## src/sv/rq_pkg.sv

```systemverilog
// ============================================================================
// rq_pkg : shared constants and types for the Q31 requantizer
// Register map, reset values and arithmetic constants of the int32-to-int8
// requantization pipeline.
// ============================================================================
package rq_pkg;

    // register indexes (byte address = 4 * index)
    localparam logic [1:0] REG_SCALE_WORD = 2'd0;
    localparam logic [1:0] REG_OUT_ZERO   = 2'd1;
    localparam logic [1:0] REG_OUT_MIN    = 2'd2;
    localparam logic [1:0] REG_OUT_MAX    = 2'd3;

    localparam int PADDR_W = 4;
    localparam int PDATA_W = 32;

    // field widths
    localparam int ACC_W   = 32;
    localparam int SCALE_W = 30;
    localparam int MANT_W  = 23;
    localparam int EXP_W   = SCALE_W - MANT_W;
    localparam int PROD_W  = 56;   // |acc * m24| < 2^55
    localparam int Q_W     = 32;
    localparam int SH_W    = 5;

    // reset values
    localparam logic [SCALE_W-1:0] RST_SCALE_WORD = 30'h3F00_0000;
    localparam logic signed [7:0]  RST_OUT_ZERO   = 8'sd0;
    localparam logic signed [7:0]  RST_OUT_MIN    = -8'sd128;
    localparam logic signed [7:0]  RST_OUT_MAX    = 8'sd127;

    // arithmetic constants
    localparam logic [MANT_W-1:0] MANT_MASK  = 23'h7F_FFFF;
    localparam logic [MANT_W:0]   HIDDEN_BIT = 24'h80_0000;
    // (acc * (m24 << 7) + 2^30) >> 31  ==  (acc * m24 + 2^23) >> 24
    localparam logic signed [PROD_W-1:0] PROD_RND = 56'sh80_0000;
    localparam int PROD_SHIFT = 24;
    localparam logic [EXP_W-1:0] SHIFT_BASE = 7'd126;   // 127 + 31 - 32
    localparam logic [EXP_W-1:0] EXP_MIN    = 7'd95;    // below: shift > 31

    typedef logic signed [7:0] t_int8;
    typedef logic signed [15:0] t_int16;

endpackage

```

## src/sv/q31_requantize_int32_to_int8.sv

```systemverilog
// ============================================================================
// q31_requantize_int32_to_int8 : Q31 requantizer, int32 accumulator to int8
// Five-stage pipeline: multiply, Q31 round, rounding right shift, 16-bit
// saturation, zero point add with int8 saturation and output clamp.
// ============================================================================
// Input   : i_valid / o_stall with i_acc, i_last_in; a beat is taken on a
//           rising edge with i_valid high and o_stall low.
// Output  : o_valid / i_stall with o_value, o_last_out; a beat leaves on a
//           rising edge with o_valid high and i_stall low.
// Config  : APB-style, pready tied high, registers at 4*index: 0 scale word,
//           1 zero point, 2 out_min, 3 out_max. Write only with the pipe empty.
// Stages  : five register stages, stage 1 to stage 5; a beat taken into stage 1
//           passes through each stage in turn and leaves from stage 5 on o_valid.
// Rate    : one beat per cycle, back to back, while i_stall is low; the 32x24 multiplier (stage 1)
//           and the 56-bit round add (stage 2) set the clock period.
// Reset   : synchronous, active low; clears every stage valid and loads
//           scale 0.5, zero point 0, bounds -128..127.
// Stall   : a stage advances when empty or when the stage after it advances,
//           so bubbles collapse; with all five stages full and i_stall high,
//           o_stall rises and nothing moves.
// ============================================================================
module q31_requantize_int32_to_int8 (
    input  logic                                i_clk,
    input  logic                                i_rst_n,
    // input channel
    input  logic                                i_valid,
    output logic                                o_stall,
    input  logic signed [rq_pkg::ACC_W-1:0]     i_acc,
    input  logic                                i_last_in,
    // output channel
    output logic                                o_valid,
    input  logic                                i_stall,
    output logic signed [7:0]                   o_value,
    output logic                                o_last_out,
    // configuration port
    input  logic                                psel,
    input  logic                                penable,
    input  logic                                pwrite,
    input  logic [rq_pkg::PADDR_W-1:0]          paddr,
    input  logic [rq_pkg::PDATA_W-1:0]          pwdata,
    output logic [rq_pkg::PDATA_W-1:0]          prdata,
    output logic                                pready
);

    // ------------------------------------------------------------------
    // configuration registers
    // ------------------------------------------------------------------
    logic [rq_pkg::SCALE_W-1:0] r_scale_word;
    rq_pkg::t_int8              r_out_zero;
    rq_pkg::t_int8              r_out_min;
    rq_pkg::t_int8              r_out_max;
    logic                       w_cfg_wr;

    assign pready   = 1'b1;
    assign w_cfg_wr = psel && penable && pwrite && pready;

    always_ff @(posedge i_clk) begin
        if (!i_rst_n) begin
            r_scale_word <= rq_pkg::RST_SCALE_WORD;
            r_out_zero   <= rq_pkg::RST_OUT_ZERO;
            r_out_min    <= rq_pkg::RST_OUT_MIN;
            r_out_max    <= rq_pkg::RST_OUT_MAX;
        end else if (w_cfg_wr) begin
            case (paddr[3:2])
                rq_pkg::REG_SCALE_WORD: r_scale_word <= pwdata[rq_pkg::SCALE_W-1:0];
                rq_pkg::REG_OUT_ZERO:   r_out_zero   <= pwdata[7:0];
                rq_pkg::REG_OUT_MIN:    r_out_min    <= pwdata[7:0];
                rq_pkg::REG_OUT_MAX:    r_out_max    <= pwdata[7:0];
                default: ;
            endcase
        end
    end

    // reads zero-extend the raw register bits
    always_comb begin
        case (paddr[3:2])
            rq_pkg::REG_SCALE_WORD:
                prdata = {{(rq_pkg::PDATA_W-rq_pkg::SCALE_W){1'b0}}, r_scale_word};
            rq_pkg::REG_OUT_ZERO:   prdata = {24'd0, r_out_zero};
            rq_pkg::REG_OUT_MIN:    prdata = {24'd0, r_out_min};
            rq_pkg::REG_OUT_MAX:    prdata = {24'd0, r_out_max};
            default:                prdata = '0;
        endcase
    end

    // ------------------------------------------------------------------
    // values derived from the scale (user must keep them static while items are in flight; not enforced)
    // ------------------------------------------------------------------
    logic [rq_pkg::MANT_W:0]    w_m24;
    logic [rq_pkg::EXP_W-1:0]   w_exp;
    logic [rq_pkg::EXP_W-1:0]   w_sh_full;
    logic [rq_pkg::SH_W-1:0]    w_sh;
    logic                       w_sh_zero;   // shift past 31: result is 0

    assign w_m24     = (r_scale_word[rq_pkg::MANT_W-1:0] & rq_pkg::MANT_MASK)
                       | rq_pkg::HIDDEN_BIT;
    assign w_exp     = r_scale_word[rq_pkg::SCALE_W-1:rq_pkg::MANT_W];
    assign w_sh_full = rq_pkg::SHIFT_BASE - w_exp;
    assign w_sh_zero = (w_exp < rq_pkg::EXP_MIN);
    // exponent 127 (scale of one or more) would be negative: pin to zero
    assign w_sh      = (w_exp > rq_pkg::SHIFT_BASE) ? '0 : w_sh_full[rq_pkg::SH_W-1:0];

    // ------------------------------------------------------------------
    // pipeline flow control
    // ------------------------------------------------------------------
    logic r_v1, r_v2, r_v3, r_v4, r_v5;
    logic w_en1, w_en2, w_en3, w_en4, w_en5;

    assign w_en5   = !r_v5 || !i_stall;
    assign w_en4   = !r_v4 || w_en5;
    assign w_en3   = !r_v3 || w_en4;
    assign w_en2   = !r_v2 || w_en3;
    assign w_en1   = !r_v1 || w_en2;
    assign o_stall = !w_en1;
    assign o_valid = r_v5;

    always_ff @(posedge i_clk) begin
        if (!i_rst_n) begin
            r_v1 <= 1'b0;
            r_v2 <= 1'b0;
            r_v3 <= 1'b0;
            r_v4 <= 1'b0;
            r_v5 <= 1'b0;
        end else begin
            if (w_en1) r_v1 <= i_valid;
            if (w_en2) r_v2 <= r_v1;
            if (w_en3) r_v3 <= r_v2;
            if (w_en4) r_v4 <= r_v3;
            if (w_en5) r_v5 <= r_v4;
        end
    end

    // ------------------------------------------------------------------
    // stage 1: acc * m24 (32 x 24 signed-by-unsigned)
    // operands extended to the product width; the product always fits
    // ------------------------------------------------------------------
    logic signed [rq_pkg::PROD_W-1:0]   w_acc_x;
    logic signed [rq_pkg::PROD_W-1:0]   w_m_x;
    logic signed [rq_pkg::PROD_W-1:0]   n_p;
    logic signed [rq_pkg::PROD_W-1:0]   r_p;
    logic                               r_l1;

    assign w_acc_x = {{(rq_pkg::PROD_W-rq_pkg::ACC_W){i_acc[rq_pkg::ACC_W-1]}}, i_acc};
    assign w_m_x   = {{(rq_pkg::PROD_W-rq_pkg::MANT_W-1){1'b0}}, w_m24};
    assign n_p     = w_acc_x * w_m_x;

    always_ff @(posedge i_clk) begin
        if (w_en1) begin
            r_p  <= n_p;
            r_l1 <= i_last_in;
        end
    end

    // ------------------------------------------------------------------
    // stage 2: Q31 rounding, q = (p + 2^23) >>> 24
    // ------------------------------------------------------------------
    logic signed [rq_pkg::PROD_W-1:0]   n_sum2;
    logic signed [rq_pkg::Q_W-1:0]      r_q;
    logic                               r_l2;

    assign n_sum2 = r_p + rq_pkg::PROD_RND;

    always_ff @(posedge i_clk) begin
        if (w_en2) begin
            r_q  <= n_sum2[rq_pkg::PROD_SHIFT+rq_pkg::Q_W-1:rq_pkg::PROD_SHIFT];
            r_l2 <= r_l1;
        end
    end

    // ------------------------------------------------------------------
    // stage 3: arithmetic shift, round half away from zero decision
    // ------------------------------------------------------------------
    logic [rq_pkg::Q_W-1:0]             w_mask;
    logic [rq_pkg::Q_W-1:0]             w_rem;
    logic [rq_pkg::Q_W-1:0]             w_thr;
    logic signed [rq_pkg::Q_W-1:0]      n_fl;
    logic                               n_rnd;
    logic signed [rq_pkg::Q_W-1:0]      r_fl;
    logic                               r_rnd;
    logic                               r_l3;

    assign w_mask = ~({rq_pkg::Q_W{1'b1}} << w_sh);
    assign w_rem  = r_q & w_mask;
    // negative values round up only strictly past the half
    assign w_thr  = {1'b0, w_mask[rq_pkg::Q_W-1:1]} + {{(rq_pkg::Q_W-1){1'b0}}, r_q[rq_pkg::Q_W-1]};

    always_comb begin
        if (w_sh_zero) begin
            n_fl  = '0;
            n_rnd = 1'b0;
        end else begin
            n_fl  = r_q >>> w_sh;
            n_rnd = (w_rem > w_thr);
        end
    end

    always_ff @(posedge i_clk) begin
        if (w_en3) begin
            r_fl  <= n_fl;
            r_rnd <= n_rnd;
            r_l3  <= r_l2;
        end
    end

    // ------------------------------------------------------------------
    // stage 4: apply rounding, saturate to 16 bits
    // ------------------------------------------------------------------
    logic signed [rq_pkg::Q_W:0]    w_sum4;
    rq_pkg::t_int16                 n_s16;
    rq_pkg::t_int16                 r_s16;
    logic                           r_l4;

    assign w_sum4 = {r_fl[rq_pkg::Q_W-1], r_fl} + {{rq_pkg::Q_W{1'b0}}, r_rnd};

    always_comb begin
        if (w_sum4 > 33'sd32767)
            n_s16 = 16'sh7FFF;
        else if (w_sum4 < -33'sd32768)
            n_s16 = 16'sh8000;
        else
            n_s16 = w_sum4[15:0];
    end

    always_ff @(posedge i_clk) begin
        if (w_en4) begin
            r_s16 <= n_s16;
            r_l4  <= r_l3;
        end
    end

    // ------------------------------------------------------------------
    // stage 5: zero point, int8 saturation, clamp (out_max wins if crossed)
    // 16-bit saturation of the sum is implied by the tighter int8 one
    // ------------------------------------------------------------------
    logic signed [16:0]     w_zsum;
    rq_pkg::t_int8          w_s8;
    rq_pkg::t_int8          w_lo;
    rq_pkg::t_int8          n_value;
    rq_pkg::t_int8          r_value;
    logic                   r_l5;

    assign w_zsum = {r_s16[15], r_s16} + {{9{r_out_zero[7]}}, r_out_zero};

    always_comb begin
        if (w_zsum > 17'sd127)
            w_s8 = 8'sd127;
        else if (w_zsum < -17'sd128)
            w_s8 = -8'sd128;
        else
            w_s8 = w_zsum[7:0];
        w_lo    = (w_s8 < r_out_min) ? r_out_min : w_s8;
        n_value = (w_lo > r_out_max) ? r_out_max : w_lo;
    end

    always_ff @(posedge i_clk) begin
        if (w_en5) begin
            r_value <= n_value;
            r_l5    <= r_l4;
        end
    end

    assign o_value    = r_value;
    assign o_last_out = r_l5;

`ifndef SYNTHESIS
    // upstream is held off only when every stage holds a beat
    a_stall_full: assert property (@(posedge i_clk) disable iff (!i_rst_n)
        o_stall |-> ($countones({r_v1, r_v2, r_v3, r_v4, r_v5}) == 5))
        else $error("o_stall with a free pipeline stage");

    // a blocked stage-3 beat keeps its shift result
    a_s3_hold: assert property (@(posedge i_clk) disable iff (!i_rst_n)
        (r_v3 && !w_en4) |=> (r_v3 && $stable(r_fl) && $stable(r_rnd)))
        else $error("stage 3 beat changed while blocked");

    // rounding up only happens with a nonzero shift, so never on a zero shift
    a_rnd_shift: assert property (@(posedge i_clk) disable iff (!i_rst_n)
        (w_en3 && r_v2 && (w_sh == '0)) |=> !r_rnd)
        else $error("round bit set with zero shift");

    // a loaded output lies within uncrossed clamp bounds
    a_clamp: assert property (@(posedge i_clk) disable iff (!i_rst_n)
        (w_en5 && r_v4 && (r_out_min <= r_out_max))
        |=> (o_value >= $past(r_out_min)) && (o_value <= $past(r_out_max)))
        else $error("output outside clamp bounds");
`endif

endmodule
```

## config.mk

```make
export PLATFORM = sky130hd
export DESIGN_NAME = q31_requantize_int32_to_int8
export DESIGN_NICKNAME = d
export VERILOG_FILES = /design/src/sv/rq_pkg.sv /design/src/sv/q31_requantize_int32_to_int8.sv
export SDC_FILE = /design/constraint.sdc
export NUM_CORES = 2
export LEC_CHECK = 0
export BUFFER_PORTS_ARGS = -buffer_cell sky130_fd_sc_hd__buf_2
export CELL_PAD_IN_SITES_DETAIL_PLACEMENT = 1
export CELL_PAD_IN_SITES_GLOBAL_PLACEMENT = 2
export CORE_ASPECT_RATIO = 0.75
export CORE_MARGIN = 4
export CORE_UTILIZATION = 30
export CTS_BUF_LIST = sky130_fd_sc_hd__clkbuf_16
export DETAILED_ROUTE_END_ITERATION = 8
export GPL_TIMING_DRIVEN = 0
export MAX_ROUTING_LAYER = met4
export PLACE_DENSITY = 0.63
export SYNTH_ARGS = -nofsm -noshare
export SYNTH_HDL_FRONTEND = slang
export SYNTH_SLANG_ARGS = --single-unit
export TNS_END_PERCENT = 30
```

## constraint.sdc

```tcl
create_clock -name i_clk -period 19.48 [get_ports i_clk]
set_input_delay 0.974 -clock i_clk [delete_from_list [all_inputs] [get_ports i_clk]]
set_output_delay 0.974 -clock i_clk [all_outputs]
set_load 0.01 [all_outputs]
```

==> run metrics <==
fin util=32.9%; worst relative slew slack=0.508%; class of the worst hold path=flip-flop to flip-flop; Final Hold Vio Count=0; first-pass GRT wire length=223000 µm; PwrDens=52.3 nW/µm²; largest net degree at the start of global routing=35; number of flops mapped to enable cells by yosys=127; Slew @ Worst Pin=1.49 ns; area grow syn2layout=8.54%; dpl ws=9.85 ns; Setup crit start kind=flip-flop; Longest Clk Path Bufs=2; CTS tree=yes; total negative setup slack=0 ns; starting density of the core=30.3%; final setup fails=0; synth warn=0; Fill cells=14800; setup ws final=9.96 ns; IO Count=120; sequential-to-total area share from yosys stat=13.0%; die area=134000 µm²; per-cell routed wire length=25.0 µm; Tot GR Track Use=23.3%; Total Power=2190 µW; Mapped Cells=4174; Post-synth ARST share=0%; f_max=105 MHz; Yosys reg bits=186; clk_lat worst skew=0.49 ns; DIE WIDTH=422 µm; failing checks=capacitance limit; layout cells sized above 1=4.61%; Syn Area/Cell=9.23 µm²; Worst Path Required=19.79 ns; Post-synth top flop=edfxtp_1; vias per inst=4.93; Buffers on Ports=111; number of core rows=113; Crit-path slowest cell=clkbuf_1; Core Region=127000 µm²; crit path DAT=9.83 ns; initial antenna violation count=29; GP Congestion=0.919; endpoint type of the worst setup path=flip-flop; final net count=5380; CP delay by family, top=adder cells; post-DP HPWL=127000 µm; fin crit period=9.52 ns; postcts setup bufs=0; max-cap viol count=1; Leakage=0.0188 µW; Post-route DRC=0; root buffer selected by CTS=clkbuf_16; cts bufs inserted=17; number of global-route vias before repair=32100; post-CTS sizing=0; CTS Hold Bufs=0; most used cell, CP=fa_1; CP Class=flip-flop to flip-flop; worst hold slack=0.428 ns; fin crit share=48.9%; total iterations of the first detailed-routing run=5; H-Tree Level Count=4; outcome=finished, violations left; GRT Residual Overflow=0; Vias=29500; Post-Route WL=150000 µm; Buf/Inv on CP=7; post-synth cell types=78; antenna-violating nets left=0; die height=318 µm; Worst Clk Skew=0.0195 ns; CTS Sinks=186; fin. max-slew vios=0; CP peak stage delay=0.87 ns; initial drt markers=2112; Clk pin slew, worst setup/hold paths=0.08 ns; synthesized area=38500 µm²; Crit Path Max Fanout=10; RSZ-0062 raised after global routing=no; peak supply drop=0.0694 mV
state kept, by name, summed over array words and instances, names as in the netlist:
name and flops:
r_out_zero 8, r_v1 1, r_fl 32, r_l4 1
r_l1 1, r_out_min 8, r_scale_word 30, r_rnd 1
r_v2 1, r_s16 16, r_v4 1, o_last_out 1
o_valid 1, r_p 33, r_l2 1, r_l3 1
r_v3 1, r_q 32, o_value 8, r_out_max 8
per-stage QoR:
stage | std cells | area, µm²
CTS | 5986 | 41800
finish | 5993 | 41800
floorplan | 4175 | 38500
global route | 5989 | 41800
global placement | 5953 | 41200
detailed placement | 5954 | 41200
cell type report:
| cell class | count | area, µm² | share of cell area, % |
|---|---|---|---|
| clock buffer | 19 | 475 | 1.14 |
| clock inverter | 13 | 124 | 0.296 |
| multi-input combinational | 2981 | 29700 | 71.1 |
| tap | 1667 | 2090 | 4.99 |
| timing repair buffer | 112 | 576 | 1.38 |
| antenna | 7 | 17.5 | 0.0419 |
| sequential | 186 | 4990 | 11.9 |
| buffer | 213 | 833 | 1.99 |
| inverter | 795 | 2980 | 7.14 |
cells in the mapped netlist, drive strengths merged (35+ instances only):
master,n,area [µm²]
nand3,67,335
clkbuf,178,668
nor2,120,453
buf,35,165
dfxtp,59,1180
nor2b,36,233
o21ai,61,305
a21oi,123,616
fa,780,15600
edfxtp,127,3810
o21a,37,278
nand2,631,2370
and2,364,2280
inv,793,2980
xnor2,77,674
ha,218,2730
mux2i,84,841
a21o,39,293
final timing paths:
path	from	endpoint	slack [ns]	depth (start not counted)
worst max-delay path	r_scale_word[15]$_SDFFE_PN0P_	r_p[52]$_DFFE_PN_	9.96	26
worst max register to register	r_scale_word[15]$_SDFFE_PN0P_	r_p[52]$_DFFE_PN_	9.96	26
worst min register to register	r_l1$_DFFE_PN_	r_l2$_DFFE_PP_	0.43	0
worst min-delay path	r_l1$_DFFE_PN_	r_l2$_DFFE_PP_	0.43	0
power by group:
group          internal, µW  switching [µW]  leakage, µW
registers               598             137      0.00182
logic                   418             663       0.0167
clock network           184             187     0.000301
placed cells by master, fill, tap and decap left out, drive strengths merged, types with 7 or more instances in the layout:
cell type,n
nand2b,13
nor2b,36
o22ai,11
o31ai,9
ha,218
buf,147
a211oi,17
xnor2,77
o211ai,18
and2,364
nor4,9
mux4,9
nor3,29
a21boi,30
nor2,120
a31oi,19
diode,7
nand3,67
inv,801
xor2,33
clkinv,7
fa,780
edfxtp,127
nand2,631
a21oi,123
mux2,10
nand4,33
clkbuf,197
and3,33
o21a,37
a21o,39
dfxtp,59
o21ai,61
mux2i,84
kinds of logic (layout without fill, tap and decap cells):
group                      count (synthesis)  count (layout)  synth area share, %
other                                      2              10               0.0195
and+or+nand+nor                         1357            1357                 17.0
xor gates and xnor gates                 110             110                 2.50
DFF                                      186             186                 13.0
buffers and inverters                   1008            1152                 9.91
muxes                                    103             103                 3.00
AOI/OAI and AO/OA                        410             410                 7.00
adders and majority gates                998             998                 47.6
metal layers:
| metal | GRT usage, % | wire, µm |
|---|---|---|
| met5 | - | 0 |
| met1 | 35.4 | 75100 |
| met4 | 3.45 | 2290 |
| met3 | 2.99 | 9240 |
| met2 | 33.7 | 63300 |
Power figures use the tool's default switching activity.
